$ cat src/rtl/wla_pkg.sv
package wla_pkg;

    // history geometry
    localparam int HISTORY_LENGTH = 24;
    localparam int SLOT_W         = (HISTORY_LENGTH > 1) ? $clog2(HISTORY_LENGTH) : 1;

    // field and accumulator widths
    localparam int COUNT_W = 16;
    localparam int LOSS_W  = 17;
    localparam int FILL_W  = 5;
    localparam int PLAIN_W = 22;
    localparam int WSUM_W  = 26;
    localparam int DENOM_W = 9;

    // shared divider geometry
    localparam int DIV_W   = 32;
    localparam int DVS_W   = 16;
    localparam int DCNT_W  = $clog2(DIV_W);

    // 1.0 in Q1.16
    localparam logic [LOSS_W-1:0] LOSS_ONE = LOSS_W'(65536);

    typedef struct packed {
        logic               start;
        logic [DIV_W-1:0]   dividend;
        logic [DVS_W-1:0]   divisor;
    } div_req_t;

    typedef struct packed {
        logic               done;
        logic [DIV_W-1:0]   quotient;
    } div_rsp_t;

    // n(n+1)/2 for the weight total
    function automatic logic [DENOM_W-1:0] weight_total(input logic [FILL_W-1:0] n);
        logic [2*FILL_W:0] prod;
        prod = {1'b0, n} * ({1'b0, n} + (FILL_W+1)'(1));
        return DENOM_W'(prod >> 1);
    endfunction

    // saturate a quotient to 1.0
    function automatic logic [LOSS_W-1:0] clamp_loss(input logic [DIV_W-1:0] q);
        if (q > DIV_W'(LOSS_ONE)) begin
            return LOSS_ONE;
        end
        return q[LOSS_W-1:0];
    endfunction

endpackage

$ cat src/rtl/wla_report_if.sv
interface wla_report_if;
    logic                          valid;
    logic                          ready;
    logic [wla_pkg::COUNT_W-1:0]   lost_count;
    logic [wla_pkg::COUNT_W-1:0]   expected_count;

    modport source (output valid, output lost_count, output expected_count, input ready);
    modport sink   (input valid, input lost_count, input expected_count, output ready);
endinterface

$ cat src/rtl/wla_result_if.sv
interface wla_result_if;
    logic                          valid;
    logic                          ready;
    logic [wla_pkg::LOSS_W-1:0]    loss_average;
    logic [wla_pkg::FILL_W-1:0]    history_fill;
    logic                          updated;

    modport source (output valid, output loss_average, output history_fill, output updated,
                    input ready);
    modport sink   (input valid, input loss_average, input history_fill, input updated,
                    output ready);
endinterface

$ cat src/rtl/weighted_loss_average.sv
// channel   dir  payload                                   beat when
// report    in   lost_count[16], expected_count[16]        valid && ready
// result    out  loss_average[17], history_fill[5],        valid && ready
//                updated[1]
//
// a report with expected_count zero skips both divisions and goes straight to
// loading the output register; any other report runs the loss fraction
// division, one sum update, one divider start, the weighted average division
// and then loads the output register, which makes its result valid
// one report in flight at a time; a finished result waits in the output
// register while the next report is already taken, and a result that still
// waits there when the next one is done stalls the sequencer and the input
// rst_n clears control and sums; history entries are only used once written
module weighted_loss_average (
    input  logic                 clk,
    input  logic                 rst_n,
    wla_report_if.sink           report,
    wla_result_if.source         result
);

    typedef enum logic [2:0] {
        ST_IDLE,
        ST_FRAC_WAIT,
        ST_SUM,
        ST_AVG,
        ST_AVG_WAIT,
        ST_EMIT
    } state_t;

    state_t                          state_reg;
    logic [wla_pkg::SLOT_W-1:0]      slot_reg;
    logic [wla_pkg::FILL_W-1:0]      fill_reg;
    logic [wla_pkg::PLAIN_W-1:0]     plain_reg;
    logic [wla_pkg::WSUM_W-1:0]      wsum_reg;
    logic [wla_pkg::LOSS_W-1:0]      avg_reg;
    logic [wla_pkg::LOSS_W-1:0]      frac_reg;
    logic                            upd_reg;

    logic                            res_valid_reg;
    logic [wla_pkg::LOSS_W-1:0]      res_avg_reg;
    logic [wla_pkg::FILL_W-1:0]      res_fill_reg;
    logic                            res_upd_reg;

    logic [wla_pkg::LOSS_W-1:0]      hist_mem [wla_pkg::HISTORY_LENGTH];
    logic [wla_pkg::LOSS_W-1:0]      oldest_reg;

    wla_pkg::div_req_t               div_req;
    wla_pkg::div_rsp_t               div_rsp;

    logic                            accept;
    logic                            full;
    logic [wla_pkg::FILL_W-1:0]      n_next;
    logic [wla_pkg::WSUM_W-1:0]      wsum_next;
    logic [wla_pkg::PLAIN_W-1:0]     plain_next;
    logic                            mem_we;
    logic                            emit_go;

    wla_div u_div (
        .clk   (clk),
        .rst_n (rst_n),
        .req   (div_req),
        .rsp   (div_rsp)
    );

    assign report.ready = (state_reg == ST_IDLE);
    assign accept       = report.valid && report.ready;
    assign emit_go      = (state_reg == ST_EMIT) && (!res_valid_reg || result.ready);

    // divider requests: loss fraction on the beat, average after the sum update
    always_comb
    begin
        div_req.start    = 1'b0;
        div_req.dividend = {report.lost_count, wla_pkg::COUNT_W'(0)};
        div_req.divisor  = report.expected_count;
        if (accept && (report.expected_count != '0))
        begin
            div_req.start = 1'b1;
        end
        else if (state_reg == ST_AVG)
        begin
            div_req.start    = 1'b1;
            div_req.dividend = wla_pkg::DIV_W'(wsum_reg);
            div_req.divisor  = wla_pkg::DVS_W'(wla_pkg::weight_total(fill_reg));
        end
    end

    // sum update with the oldest value dropped when the history is full
    always_comb
    begin
        full       = (fill_reg == wla_pkg::FILL_W'(wla_pkg::HISTORY_LENGTH));
        n_next     = full ? fill_reg : fill_reg + wla_pkg::FILL_W'(1);
        wsum_next  = wsum_reg - (full ? wla_pkg::WSUM_W'(plain_reg) : '0)
                   + wla_pkg::WSUM_W'(n_next) * wla_pkg::WSUM_W'(frac_reg);
        plain_next = plain_reg - (full ? wla_pkg::PLAIN_W'(oldest_reg) : '0)
                   + wla_pkg::PLAIN_W'(frac_reg);
        mem_we     = (state_reg == ST_SUM);
    end

    // history memory, read of the slot about to be overwritten on the beat
    always_ff @(posedge clk)
    begin
        if (mem_we)
        begin
            hist_mem[slot_reg] <= frac_reg;
        end
        if (accept)
        begin
            oldest_reg <= hist_mem[slot_reg];
        end
    end

    // sequencer, sums and output register
    always_ff @(posedge clk or negedge rst_n)
    begin
        if (!rst_n)
        begin
            state_reg     <= ST_IDLE;
            slot_reg      <= '0;
            fill_reg      <= '0;
            plain_reg     <= '0;
            wsum_reg      <= '0;
            avg_reg       <= '0;
            upd_reg       <= 1'b0;
            res_valid_reg <= 1'b0;
        end
        else
        begin
            if (emit_go)
            begin
                res_valid_reg <= 1'b1;
            end
            else if (result.ready)
            begin
                res_valid_reg <= 1'b0;
            end
            unique case (state_reg)
                ST_IDLE:
                begin
                    if (accept)
                    begin
                        upd_reg   <= (report.expected_count != '0);
                        state_reg <= (report.expected_count != '0) ? ST_FRAC_WAIT : ST_EMIT;
                    end
                end
                ST_FRAC_WAIT:
                begin
                    if (div_rsp.done)
                    begin
                        state_reg <= ST_SUM;
                    end
                end
                ST_SUM:
                begin
                    fill_reg  <= n_next;
                    wsum_reg  <= wsum_next;
                    plain_reg <= plain_next;
                    if (slot_reg == wla_pkg::SLOT_W'(wla_pkg::HISTORY_LENGTH - 1))
                    begin
                        slot_reg <= '0;
                    end
                    else
                    begin
                        slot_reg <= slot_reg + wla_pkg::SLOT_W'(1);
                    end
                    state_reg <= ST_AVG;
                end
                ST_AVG:
                begin
                    state_reg <= ST_AVG_WAIT;
                end
                ST_AVG_WAIT:
                begin
                    if (div_rsp.done)
                    begin
                        avg_reg   <= wla_pkg::clamp_loss(div_rsp.quotient);
                        state_reg <= ST_EMIT;
                    end
                end
                ST_EMIT:
                begin
                    if (emit_go)
                    begin
                        state_reg <= ST_IDLE;
                    end
                end
                default:
                begin
                    state_reg <= ST_IDLE;
                end
            endcase
        end
    end

    // payload registers
    always_ff @(posedge clk)
    begin
        if ((state_reg == ST_FRAC_WAIT) && div_rsp.done)
        begin
            frac_reg <= wla_pkg::clamp_loss(div_rsp.quotient);
        end
        if (emit_go)
        begin
            res_avg_reg  <= avg_reg;
            res_fill_reg <= fill_reg;
            res_upd_reg  <= upd_reg;
        end
    end

    assign result.valid        = res_valid_reg;
    assign result.loss_average = res_avg_reg;
    assign result.history_fill = res_fill_reg;
    assign result.updated      = res_upd_reg;

    // checks
    a_fill_range: assert property (@(posedge clk) disable iff (!rst_n)
        fill_reg <= wla_pkg::FILL_W'(wla_pkg::HISTORY_LENGTH))
        else $error("history fill beyond length");

    a_slot_range: assert property (@(posedge clk) disable iff (!rst_n)
        slot_reg < wla_pkg::SLOT_W'(wla_pkg::HISTORY_LENGTH))
        else $error("write slot beyond history");

    a_upd_fill: assert property (@(posedge clk) disable iff (!rst_n)
        result.valid && result.updated |-> result.history_fill != '0)
        else $error("updated result with empty history");

    a_avg_range: assert property (@(posedge clk) disable iff (!rst_n)
        avg_reg <= wla_pkg::LOSS_ONE)
        else $error("average above one");

    a_div_idle: assert property (@(posedge clk) disable iff (!rst_n)
        div_rsp.done |-> (state_reg == ST_FRAC_WAIT || state_reg == ST_AVG_WAIT))
        else $error("divider finished with no request pending");

endmodule

$ cat src/rtl/wla_div.sv
module wla_div (
    input  logic               clk,
    input  logic               rst_n,
    input  wla_pkg::div_req_t  req,
    output wla_pkg::div_rsp_t  rsp
);

    logic [wla_pkg::DVS_W-1:0]  rem_reg;
    logic [wla_pkg::DIV_W-1:0]  quo_reg;
    logic [wla_pkg::DVS_W-1:0]  dvs_reg;
    logic [wla_pkg::DCNT_W-1:0] cnt_reg;
    logic                       busy_reg;
    logic                       done_reg;

    logic [wla_pkg::DVS_W:0]    rem_shift;
    logic [wla_pkg::DVS_W-1:0]  rem_diff;
    logic                       fits;

    // one restoring step per cycle while busy
    always_comb
    begin
        rem_shift = {rem_reg, quo_reg[wla_pkg::DIV_W-1]};
        rem_diff  = rem_shift[wla_pkg::DVS_W-1:0] - dvs_reg;
        fits      = rem_shift >= {1'b0, dvs_reg};
    end

    // control
    always_ff @(posedge clk or negedge rst_n)
    begin
        if (!rst_n)
        begin
            busy_reg <= 1'b0;
            done_reg <= 1'b0;
            cnt_reg  <= '0;
        end
        else
        begin
            done_reg <= busy_reg && !req.start
                     && (cnt_reg == wla_pkg::DCNT_W'(wla_pkg::DIV_W - 1));
            if (req.start)
            begin
                busy_reg <= 1'b1;
                cnt_reg  <= '0;
            end
            else if (busy_reg)
            begin
                cnt_reg <= cnt_reg + wla_pkg::DCNT_W'(1);
                if (cnt_reg == wla_pkg::DCNT_W'(wla_pkg::DIV_W - 1))
                begin
                    busy_reg <= 1'b0;
                end
            end
        end
    end

    // datapath
    always_ff @(posedge clk)
    begin
        if (req.start)
        begin
            rem_reg <= '0;
            quo_reg <= req.dividend;
            dvs_reg <= req.divisor;
        end
        else if (busy_reg)
        begin
            rem_reg <= fits ? rem_diff : rem_shift[wla_pkg::DVS_W-1:0];
            quo_reg <= {quo_reg[wla_pkg::DIV_W-2:0], fits};
        end
    end

    assign rsp.done     = done_reg;
    assign rsp.quotient = quo_reg;

endmodule
$ cat src/flat_wrapper.sv
// flat-port wrapper written by rule: the top's interface ports become plain ports
module weighted_loss_average_flat 
  (clk, rst_n, report_valid, report_lost_count, report_expected_count, report_ready, result_valid, result_loss_average, result_history_fill, result_updated, result_ready);
  wla_report_if report_i ();
  wla_result_if result_i ();
  input  logic clk;
  input  logic rst_n;
  input wire logic [$bits(report_i.valid)-1:0] report_valid;
  input wire logic [$bits(report_i.lost_count)-1:0] report_lost_count;
  input wire logic [$bits(report_i.expected_count)-1:0] report_expected_count;
  output wire logic [$bits(report_i.ready)-1:0] report_ready;
  output wire logic [$bits(result_i.valid)-1:0] result_valid;
  output wire logic [$bits(result_i.loss_average)-1:0] result_loss_average;
  output wire logic [$bits(result_i.history_fill)-1:0] result_history_fill;
  output wire logic [$bits(result_i.updated)-1:0] result_updated;
  input wire logic [$bits(result_i.ready)-1:0] result_ready;
  assign report_i.valid = report_valid;
  assign report_i.lost_count = report_lost_count;
  assign report_i.expected_count = report_expected_count;
  assign report_ready = report_i.ready;
  assign result_valid = result_i.valid;
  assign result_loss_average = result_i.loss_average;
  assign result_history_fill = result_i.history_fill;
  assign result_updated = result_i.updated;
  assign result_i.ready = result_ready;
  weighted_loss_average u_core (.clk(clk), .rst_n(rst_n), .report(report_i), .result(result_i));
endmodule
$ cat config.mk
export PLATFORM = sky130hd
export DESIGN_NAME = weighted_loss_average_flat
export DESIGN_NICKNAME = d
export VERILOG_FILES = /design/src/rtl/wla_pkg.sv /design/src/rtl/wla_report_if.sv /design/src/rtl/wla_result_if.sv /design/src/rtl/weighted_loss_average.sv /design/src/rtl/wla_div.sv /design/src/flat_wrapper.sv
export SDC_FILE = /design/constraint.sdc
export NUM_CORES = 1
export LEC_CHECK = 0
export BUFFER_PORTS_ARGS = -buffer_cell sky130_fd_sc_hd__buf_2
export CORE_ASPECT_RATIO = 0.6
export CORE_UTILIZATION = 45
export CTS_CLUSTER_SIZE = 28
export DETAILED_ROUTE_END_ITERATION = 16
export GPL_TIMING_DRIVEN = 0
export PLACE_DENSITY = 0.71
export RECOVER_POWER = 25
export SKIP_CTS_REPAIR_TIMING = 1
export SLEW_MARGIN = 20
export SYNTH_ARGS = -nofsm -noshare
export SYNTH_HDL_FRONTEND = slang
export SYNTH_HIERARCHICAL = 1
export SYNTH_SLANG_ARGS = --single-unit
export TNS_END_PERCENT = 30
$ cat constraint.sdc
create_clock -name clk -period 6.8 [get_ports clk]
set_clock_uncertainty 0.1 [all_clocks]
set_input_delay 1.36 -clock clk [delete_from_list [all_inputs] [get_ports clk]]
set_output_delay 1.36 -clock clk [all_outputs]
set_load 0.005 [all_outputs]
# Word level (Yosys, flattened, before mapping)

Memories as Yosys holds them, arrays and structs flattened. A register that Yosys moved wholly into a read port is not among the register bits.
Cells that the tools add are included.

Add/subtract/negate cells: 9
Multipliers: 2
Magnitude comparators: 2
Eq/ne operators: 12
Mux-type cells: 32
Reduce and logical (&&, ||, !) cells: 16

Operator list:

| operator                                                                | number |
|---|---|
| 17-bit two-way mux                                                      | 4 |
| 32-bit two-way mux                                                      | 2 |
| 49-bit two-way mux                                                      | 1 |
| 48-bit two-way mux                                                      | 1 |
| 32-bit by 17-bit > comparator with 1-bit output (second input constant) | 1 |
| 26-bit by 22-bit adder with 26-bit output                               | 1 |
| 26-bit subtractor                                                       | 1 |
| 22-bit by 17-bit adder with 22-bit output                               | 1 |
| 5-bit by 17-bit multiplier with 22-bit output                           | 1 |
| 22-bit two-way mux                                                      | 1 |
| 22-bit subtractor                                                       | 1 |
| 5-bit two-way mux                                                       | 4 |
| 3-bit case mux with 6 select lines                                      | 1 |
| 17-bit by 16-bit >= comparator with 1-bit output                        | 1 |
| 16-bit two-way mux                                                      | 1 |
| 16-bit nonzero test                                                     | 1 |
| 16-bit subtractor                                                       | 1 |
| 5-bit by 1-bit adder with 5-bit output (second input constant)          | 3 |
| 5-bit equality test (second input constant)                             | 3 |
| 3-bit two-way mux                                                       | 5 |
| 1-bit two-way mux                                                       | 12 |
| 5-bit by 11-bit multiplier with 10-bit output                           | 1 |
| 5-bit by 1-bit adder with 6-bit output (second input constant)          | 1 |
| 3-bit by 2-bit equality test with 1-bit output (second input constant)  | 2 |
| 11 further kinds                                                        | 22 |

Bits in registers: 191
Bits in writable memories: 408
Bits of input ports: 36
Output and inout bits: 25
Word-level logic and storage cells: 92
Memories kept: 1

Memories:

| memory          | words | width | rd ports | clocked after Yosys merged registers in | write ports | line                        | source |
|---|---|---|---|---|---|---|---|
| u_core.hist_mem | 24    | 17    | 1        | 1                                       | 1           | weighted_loss_average.sv:44 | `logic [wla_pkg::LOSS_W-1:0] hist_mem [wla_pkg::HISTORY_LENGTH];` |

# Depth between registers and ports, before layout

Gate-level depths: netlist of run 1.

Depth in word-level cells: 7
Gate-level depth with buffers: 24
Gate-level depth less buffers: 21

# Hierarchy

Netlist of run 1, hierarchy kept.

Modules (own cells, without submodules):

| module                | instances | cells each | area an instance (sq um) | seq. area each (sq um) |
|---|---|---|---|---|
| weighted_loss_average | 1         | 2,004      | 27,853.0                 | 15,965.3 |
| wla_div               | 1         | 301        | 3,646.0                  | 1,936.9 |

# Worst setup path after synthesis of run 1

Ideal clock, no wire load.

Path type: flip-flop to flip-flop
Start: register u_core/fill_reg[0] (netlist bit)
End: register u_core/wsum_reg[22] (netlist bit)
Library setup time: 146 ps
Arrival time: 5,693 ps
Data required time: 6,554 ps
Slack: 861 ps
Stages on the path, launching flop included: 22
Path buffers: 2
Period minus slack after synthesis: 5,939 ps
Path through: dfrtp_1 -> inv_1 -> ha_1 -> and4b_1 -> clkbuf_1 -> mux2i_1 -> buf_2 -> nor2_1 -> fa_1 -> fa_1 -> fa_1 -> inv_1 -> fa_1 -> inv_1 -> ha_1 -> a21oi_1 -> o21ai_0 -> a22oi_2 -> o21ai_2 -> a221oi_2 -> mux2i_1 -> o311ai_0

Word-level cells in the longest chain between the ends: 4
Elaborated cells on any way between the ends: 7
Classes of those cells: add/sub (3); mul (1); eq/ne (1); mux (2)

Ends and longest elaborated chain:

| what                                                                                      | line                                                     | source |
|---|---|---|
| start: declaration                                                                        | weighted_loss_average.sv:32                              | `logic [wla_pkg::FILL_W-1:0] fill_reg;` |
| start signal: assignment                                                                  | weighted_loss_average.sv:154                             | `fill_reg <= n_next;` |
| 5-bit by 1-bit adder with 5-bit output / 5-bit equality test (equally long branches)      | weighted_loss_average.sv:91, weighted_loss_average.sv:90 |  |
| 5-bit two-way mux / 22-bit two-way mux (equally long branches)                            | weighted_loss_average.sv:91, weighted_loss_average.sv:92 |  |
| 5-bit by 17-bit multiplier with 22-bit output / 26-bit subtractor (equally long branches) | weighted_loss_average.sv:93, weighted_loss_average.sv:92 |  |
| 26-bit by 22-bit adder with 26-bit output *                                               | weighted_loss_average.sv:93                              | `+ wla_pkg::WSUM_W'(n_next) * wla_pkg::WSUM_W'(frac_reg);` |
| end signal: assignment                                                                    | weighted_loss_average.sv:155                             | `wsum_reg <= wsum_next;` |
| end: declaration                                                                          | weighted_loss_average.sv:34                              | `logic [wla_pkg::WSUM_W-1:0] wsum_reg;` |

Mark *: on every way between the ends. The rest lies on a longest branch, timed or not.
A chain may end at the register's enable or synchronous reset.

# Worst setup path after layout of run 1

Same ends and word-level chain as after synthesis.

==> qor.txt, run 1 <==
die area: 71,100 um2
mean post-synth cell area: 13.7 um2
initial antenna violation count: 2
final period utilization: 97.0%
num ports: 61
Die Y: 207 um
Tot Pwr: 0.00855 W
Pwr Density: 243 nW/um2
Max Root-Sink Buffers: 3
Max Slew Vio Count: 44
number of synthesized flops with an enable pin: 513
max cap viols: 1
Worst setup startpoint: u_core/fill_reg[0]
FF-to-FF path depth: 20
Pleak: 13.1 nW
synth top area cells: edfxtp_1 49%, fa_1 7.4%, mux4_2 7.3%
synth warn: 6
Via-to-Cell Ratio: 5.83
Distinct cells, synth: 78
initial core utilization: 45.9%
Crit-path slowest cell: fa_1
largest net degree at the start of global routing: 45
Final ANT Viol Nets: 0
R2R setup slack: 0.21 ns
die width: 344 um
crit path launch type: register
CP endpoint kind: register
most frequent cells in the layout: 513 x edfxtp_1, 247 x inv_1, 178 x nand2_1
crit path kind: reg -> reg
failing checks: max-capacitance violations, max-slew violations
Iter 0 DRT Violations: 2,489
DR top layer: met4
Setup violations, final: 0
Yosys top cell area share: 48.9%
first-pass GRT wire length: 121,000 um
Tmin final: 6.59 ns
normalized max-slew margin: -90.2%
DRC viols: 0
core area: 68,600 um2
All-Layer GR Usage: 23.0%
met1 wire length: 36,800 um
peak fanout along the critical path: 11
Top FF cell, synth: edfxtp_1
DP HPWL: 58,000 um
I/O Buffers: 60
CP delay by family, top: adder cells
Placer Congestion: 0.939
Final Hold Fails: 0
Detail Route met2 WL: 31,300 um
commonest non-fill, non-tap cell in the layout: edfxtp_1
mapped cell area: 31,500 um2
clk root buf: clkbuf_16
CTS tree: built
CTS Sinks: 616
Nets: 2,708
met3 WL: 10,400 um
Syn Inst Count: 2,305
worst vdd ir: 216 uV
WHS Endpoint: u_core/result.loss_average[5]
sequential fraction of the synthesis area: 56.8%
max reg flops: 408
dpl cell area: 33,300 um2
cell depth of the worst min-delay path: 0
CTS Buf Count: 56
total gr overflow: 0
via count: 19,882
worst min path class: reg -> reg
status: complete, but fails checks
share of layout cells above drive strength 1: 15.3%
Design Area, Final: 35,200 um2
WL/cell: 23.4 um
Synthesized Nets: 2,566
Hold WS: 0.350 ns
r2r startpoint: u_core/fill_reg[0]
Worst Max-Slew Pin Slew: 2.85 ns
Synth area leader: edfxtp_1
max incr delay on CP: 0.54 ns
number of global-route vias before repair: 19,499
synthesis-to-layout area growth: 11.9%
critical path data required time: 7.19 ns
cell mode on critical path: fa_1
Worst-path clk slew: 0.07 ns
H-tree depth: 2
crit-path cells: inv_1, ha_1, and4b_2, mux2i_4, buf_2, nor2_1, fa_1, fa_1, fa_1, inv_1, fa_1, inv_1, ha_1, a21oi_1, o21ai_0, a22oi_2, o21ai_2, a221oi_2, mux2i_1, o311ai_0
detailed-route wire length: 79,800 um
RSZ-0062 raised after global routing: false
CP bufs+invs: 4
FF+latch count, synth: 616
maximum clock rate: 0.152 GHz
setup TNS: 0 ns
Pre-antenna DRT Iters: 6
hold path start: u_core/avg_reg[5]
Worst Path Arrival: 6.98 ns
Clock Latency Late Sink: 0.65 ns
Critical R2R Capture: u_core/wsum_reg[22]
Cell Rows: 74
FFs w/ async S/R, synth: 14.1%
==> worst register-to-register path, delay by kind of cell (launching register included) <==
kind | cells | cell delay (ns)
compound gates | 6 | 1.45
simple gates | 2 | 0.52
buf+inv | 4 | 0.65
flops | 1 | 0.53
fa+ha+maj | 6 | 2.53
mux | 2 | 0.64
==> layer usage <==
layer / up-vias / track usage [%]
met5: - / 0
met4: 0 / 5.06
met3: 101 / 6.44
met2: 1066 / 30.4
met1: 10097 / 36.9
li1: 8618 / -
==> Yosys cell counts, types with 16 or more instances <==
| cell | instances |
|---|---|
| ha_1 | 109 |
| edfxtp_1 | 513 |
| mux2_1 | 31 |
| nand2b_1 | 20 |
| nand2_1 | 178 |
| o21ai_0 | 68 |
| nor3_1 | 25 |
| a21oi_1 | 56 |
| dfxtp_1 | 16 |
| buf_2 | 17 |
| mux4_2 | 102 |
| clkbuf_1 | 68 |
| dfrtp_1 | 87 |
| a22oi_1 | 34 |
| a211oi_1 | 19 |
| a21o_1 | 23 |
| inv_1 | 248 |
| and2_1 | 111 |
| xnor2_1 | 34 |
| mux2i_1 | 17 |
| mux2_2 | 35 |
| fa_1 | 116 |
| nor2_1 | 118 |
| xor2_1 | 22 |
| nand3_1 | 37 |
==> through the flow <==
| stage | util [%] | setup WS [ns] | cells |
|---|---|---|---|
| 2_1_floorplan | - | 0.861 | 2305 |
| 3_5_place_dp | 48.5 | -0.506 | 3290 |
| 4_1_cts | 51.2 | -0.534 | 3396 |
| 3_3_place_gp | 48.0 | -0.623 | 3277 |
| 5_1_grt | 51.4 | 0.000937 | 3407 |
| 6_report | 51.4 | 0.206 | 3408 |
==> where the power goes <==
part / leakage [nW] / total, W / internal, W / switching [W]
Combinational: 6.28 / 0.000889 / 0.000409 / 0.000480
Clock: 0.912 / 0.00327 / 0.00180 / 0.00147
Sequential: 5.92 / 0.00439 / 0.00425 / 0.000136
==> cell families after synthesis <==
logic type	after synthesis	share of synthesized area [%]
buffers and inverters	345	4.25
flip-flops	616	56.8
adder cells (fa/ha/maj)	225	11.7
AND/OR/NAND/NOR	572	8.91
multiplexers	186	10.2
AO/OA/AOI/OAI	305	6.50
XOR/XNOR	56	1.56
==> cell type report <==
cell class,instances,area (um2)
Antenna cell,1,2.50
Buffer,95,410
Clock buffer,69,1480
Clock inverter,37,403
Fill cell,5640,33400
Inverter,248,931
Multi-Input combinational cell,1344,12400
Sequential cell,616,17900
Tap cell,912,1140
Timing Repair Buffer,86,536
==> worst max path at each step <==
stage | to | slack, ns | cells past startpoint
after global placement | u_core/wsum_reg[22] | -0.62 | 21
after global routing | u_core/wsum_reg[22] | 0.0009 | 20
after floorplan | u_core/wsum_reg[22] | 0.86 | 21
after CTS | u_core/wsum_reg[22] | -0.53 | 21
final | u_core/wsum_reg[22] | 0.21 | 20
after detailed placement | u_core/wsum_reg[22] | -0.51 | 21
No activity file was read; power rests on OpenSTA's default activity.
==> run 2, diff against run 1 <==
CAP_MARGIN = 0   (was default)
PLACE_DENSITY = 0.6   (was 0.71)
==> qor.txt, run 2 (synthesis gave the netlist of run 1 again) <==
Die Y: 207 um
DP HPWL: 60,300 um
most frequent cells in the layout: 513 x edfxtp_1, 247 x inv_1, 178 x nand2_1
Worst Max-Slew Pin Slew: 2.05 ns
CP endpoint kind: register
cell depth of the worst min-delay path: 0
die width: 344 um
peak fanout along the critical path: 11
CTS Buf Count: 57
met2 usage: 30.3%
r2r startpoint: u_core/fill_reg[0]
core area: 68,600 um2
synthesis-to-layout area growth: 11.7%
worst min path class: reg -> reg
Worst setup startpoint: u_core/fill_reg[0]
num ports: 61
Final Hold Fails: 0
critical path data required time: 7.16 ns
largest net degree at the start of global routing: 61
normalized max-slew margin: -36.5%
Max Root-Sink Buffers: 3
Place WS: -0.593 ns
worst vdd ir: 201 uV
FF-to-FF path depth: 20
number of cells after detailed placement: 3,292
Pre-antenna DRT Iters: 5
Max Slew Vio Count: 28
failing checks: max-capacitance violations, max-slew violations
die area: 71,100 um2
Clock Latency Late Sink: 0.65 ns
final worst slack: 0.233 ns
total gr overflow: 0
global-route met3 utilization: 6.33%
met1 Usage GRT: 40.4%
via count: 19,690
setup TNS: 0 ns
number of global-route vias before repair: 19,145
initial antenna violation count: 5
maximum clock rate: 0.152 GHz
Design Area, Final: 35,200 um2
All-Layer GR Usage: 23.9%
clk root buf: clkbuf_16
final period utilization: 96.6%
Placer Congestion: 0.929
crit path kind: reg -> reg
Pwr Density: 237 nW/um2
Cell Rows: 74
commonest non-fill, non-tap cell in the layout: edfxtp_1
Setup violations, final: 0
initial core utilization: 45.9%
status: complete, but fails checks
dpl cell area: 33,300 um2
Hold WS: 0.346 ns
max cap viols: 1
CTS Sinks: 616
Worst Path Arrival: 6.93 ns
Antenna diodes: 0
DRC viols: 0
WL/cell: 24.3 um
RSZ-0062 raised after global routing: false
detailed-route wire length: 82,800 um
Worst-path clk slew: 0.07 ns
hold path start: u_core/avg_reg[7]
first-pass GRT wire length: 123,000 um
Pleak: 13.1 nW
max reg flops: 408
H-tree depth: 2
CTS tree: built
Via-to-Cell Ratio: 5.78
Nets: 2,711
Final ANT Viol Nets: 0
I/O Buffers: 60
Tmin final: 6.57 ns
final cell count without fillers: 3,405
busiest grt layer: met1
Iter 0 DRT Violations: 2,222
crit path launch type: register
share of layout cells above drive strength 1: 15.1%
==> run 2: cell count changes in the layout (fill, tap and decap cells not counted), sizes merged <==
| cell | change |
|---|---|
| buf | +1 |
| bufinv | -4 |
| clkbuf | +3 |
| clkinv | +1 |
| clkinvlp | +1 |
| diode | -1 |
| inv | -4 |
==> run 2: critical path, stage by stage, from the launching register on <==
cell and delay, ns:
dfrtp_2 0.53, inv_1 0.20, ha_1 0.16, and4b_2 0.42, mux2i_4 0.42, buf_2 0.33, nor2_1 0.10, fa_1 0.53
fa_1 0.45, fa_1 0.54, inv_1 0.05, fa_1 0.49, inv_1 0.04, ha_1 0.35, and3_1 0.25, and3_1 0.21
a21oi_2 0.28, o21ai_2 0.21, a221oi_2 0.37, mux2i_1 0.21, o311ai_0 0.15
==> run 2: per-layer routing <==
layer / part of all wire (%) / wire length [um]
met5: 0 / 0
met4: 1.0 / 863
met3: 12 / 9640
met2: 38 / 31200
met1: 50 / 41100
==> run 2: worst paths after layout <==
path	slack [ns]	to
min in group asynchronous	1.21	u_core/slot_reg[2]
max in group asynchronous	4.20	u_core/plain_reg[6]
hold reg to reg	0.35	u_core/result.loss_average[7]
setup reg to reg	0.23	u_core/wsum_reg[22]
hold / removal	0.35	u_core/result.loss_average[7]
setup / recovery	0.23	u_core/wsum_reg[22]
==> run 2: layout make-up <==
class | instances | area (um2)
Clock buffer | 71 | 1490
Tap cell | 912 | 1140
Buffer | 95 | 413
Timing Repair Buffer | 88 | 573
Sequential cell | 616 | 17900
Inverter | 248 | 931
Fill cell | 5747 | 33400
Multi-Input combinational cell | 1344 | 12500
Clock inverter | 31 | 270
==> run 2: metrics by stage <==
| stage | power [W] | util [%] |
|---|---|---|
| floorplan | 0.00509 | - |
| global placement | 0.00530 | 48.0 |
| detailed placement | 0.00533 | 48.6 |
| CTS | 0.00840 | 51.1 |
| global route | 0.00866 | 51.3 |
| finish | 0.00835 | 51.3 |
==> run 2: power breakdown <==
| group | total (W) | switching [W] | internal [W] | leakage [nW] |
|---|---|---|---|---|
| Clock | 0.00309 | 0.00145 | 0.00164 | 0.834 |
| Sequential | 0.00439 | 0.000141 | 0.00425 | 5.92 |
| Combinational | 0.000872 | 0.000464 | 0.000408 | 6.30 |
| Total | 0.00835 | 0.00205 | 0.00630 | 13.1 |
==> run 3, diff against run 2 <==
PLACE_DENSITY = 0.63   (was 0.6)
clock period = 5.95 ns   (was 6.8 ns; I/O delays follow)
==> qor.txt, run 3 (synthesis gave the netlist of run 1 again) <==
status: complete, but fails checks
failing checks: max-capacitance violations, max-slew violations
final worst slack: 0.0689 ns
peak fanout along the critical path: 7
maximum clock rate: 0.170 GHz
via count: 19,991
die area: 71,100 um2
Sw Ratio: 24.4%
final cell count without fillers: 3,438
first-pass GRT wire length: 120,000 um
normalized max-slew margin: -97.8%
WL/cell: 24.1 um
max reg flops: 408
commonest non-fill, non-tap cell in the layout: edfxtp_1
clock share of power: 39.3%
cell mode on critical path: fa_1
number of global-route vias before repair: 19,096
I/O Buffers: 60
die width: 344 um
total gr overflow: 0
NetSw: 0.00243 W
Pleak: 13.4 nW
clk root buf: clkbuf_16
Int Power: 0.00753 W
most frequent cells in the layout: 513 x edfxtp_1, 243 x inv_1, 177 x nand2_1
CTS Buf Count: 58
Via-to-Cell Ratio: 5.81
sequential share of power: 50.4%
Tot Pwr: 0.00995 W
Clock Latency Late Sink: 0.67 ns
Max Slew Vio Count: 44
synthesis-to-layout area growth: 14.3%
max incr delay on CP: 0.54 ns
Nets: 2,737
num ports: 61
DP HPWL: 59,100 um
detailed-route wire length: 82,900 um
Crit-path slowest cell: fa_1
final period utilization: 98.8%
Placer Congestion: 0.924
fillers: 5,661
Final Hold Fails: 0
largest net degree at the start of global routing: 45
Place WS: -1.49 ns
crit path launch type: register
Tmin final: 5.88 ns
number of cells after detailed placement: 3,291
CTS tree: built
Logic pwr share: 10.3%
CTS Sinks: 616
crit-path cells: inv_4, ha_1, and4b_4, mux2i_4, buf_12, buf_6, nor2_1, fa_1, fa_1, fa_1, inv_1, fa_1, inv_1, ha_4, and3_4, nor2_1, a31oi_4, nand4_4, and2_4, o2111a_1, a221o_1
critical path data required time: 6.36 ns
post-layout util: 52.5%
Iter 0 DRT Violations: 2,300
Setup violations, final: 0
worst min path class: reg -> reg
share of layout cells above drive strength 1: 18.1%
CP endpoint kind: register
Pwr Density: 276 nW/um2
Worst Max-Slew Pin Slew: 2.97 ns
Die Y: 207 um
DRC viols: 0
initial core utilization: 45.9%
worst vdd ir: 235 uV
Pre-antenna DRT Iters: 6
R2R setup slack: 0.07 ns
Worst-path clk slew: 0.07 ns
H-tree depth: 2
max cap viols: 1
All-Layer GR Usage: 23.2%
Worst Path Arrival: 6.29 ns
initial antenna violation count: 5
crit path kind: reg -> reg
core area: 68,600 um2
Final ANT Viol Nets: 0
Antenna diodes: 0
Cell Rows: 74
Max Root-Sink Buffers: 3
-- run 3: changes by cell type in the layout (fill, tap and decap cells not counted), sizes merged --
cell | before | now
buf | 104 | 139
bufinv | 2 | 7
clkbuf | 150 | 143
clkinv | 19 | 17
clkinvlp | 6 | 3
inv | 252 | 257
-- run 3: power by group through the flow --
stage / clock network, W / registers (W) / logic, W
floorplan: 0 / 0.00503 / 0.000781
global placement: 0 / 0.00510 / 0.000948
detailed placement: 0 / 0.00510 / 0.000983
CTS: 0.00399 / 0.00501 / 0.000993
global route: 0.00414 / 0.00503 / 0.00112
finish: 0.00392 / 0.00502 / 0.00102
-- run 3: cell type report --
cell class | instances | area [um2] | share of cell area [%]
Tap cell | 912 | 1140 | 3.17
Clock buffer | 74 | 1560 | 4.34
Sequential cell | 616 | 17900 | 49.7
Inverter | 248 | 933 | 2.59
Buffer | 96 | 457 | 1.27
Multi-Input combinational cell | 1344 | 12700 | 35.3
Clock inverter | 36 | 443 | 1.23
Timing Repair Buffer | 112 | 840 | 2.33
-- run 3: routing by layer --
layer | GRT usage [%] | routed length, um | up-vias
li1 | - | - | 8660
met1 | 38.3 | 39400 | 10193
met2 | 29.7 | 32100 | 1058
met3 | 6.67 | 10400 | 80
met4 | 4.24 | 1010 | 0
met5 | 0 | 0 | -
-- run 3: worst paths after layout --
kind,startpoint,end,cells after the start
setup / recovery,u_core/fill_reg[0],u_core/wsum_reg[19],21
hold / removal,u_core/avg_reg[16],u_core/result.loss_average[16],0
setup reg to reg,u_core/fill_reg[0],u_core/wsum_reg[19],21
hold reg to reg,u_core/avg_reg[16],u_core/result.loss_average[16],0
max in group asynchronous,rst_n,u_core/avg_reg[14],1
min in group asynchronous,rst_n,u_core/wsum_reg[22],1
-- run 3: worst max-delay path: cells and delay by family, from the launching register on --
family / cells / cell delay, ns
compound gates: 3 / 0.76
fa+ha+maj: 6 / 2.44
buf+inv: 5 / 0.49
flops: 1 / 0.53
mux: 1 / 0.32
simple gates: 6 / 1.07
-- run 3: stage by stage --
| step | TNS, ns | area, um2 | hold slack (ns) |
|---|---|---|---|
| global placement | -22.50 | 32900 | 0.332 |
| CTS | -21.44 | 35300 | 0.353 |
| detailed placement | -20.80 | 33300 | 0.339 |
| floorplan | 0 | 31500 | 0.319 |
| finish | 0 | 36000 | 0.348 |
| global route | -0.249 | 36000 | 0.363 |
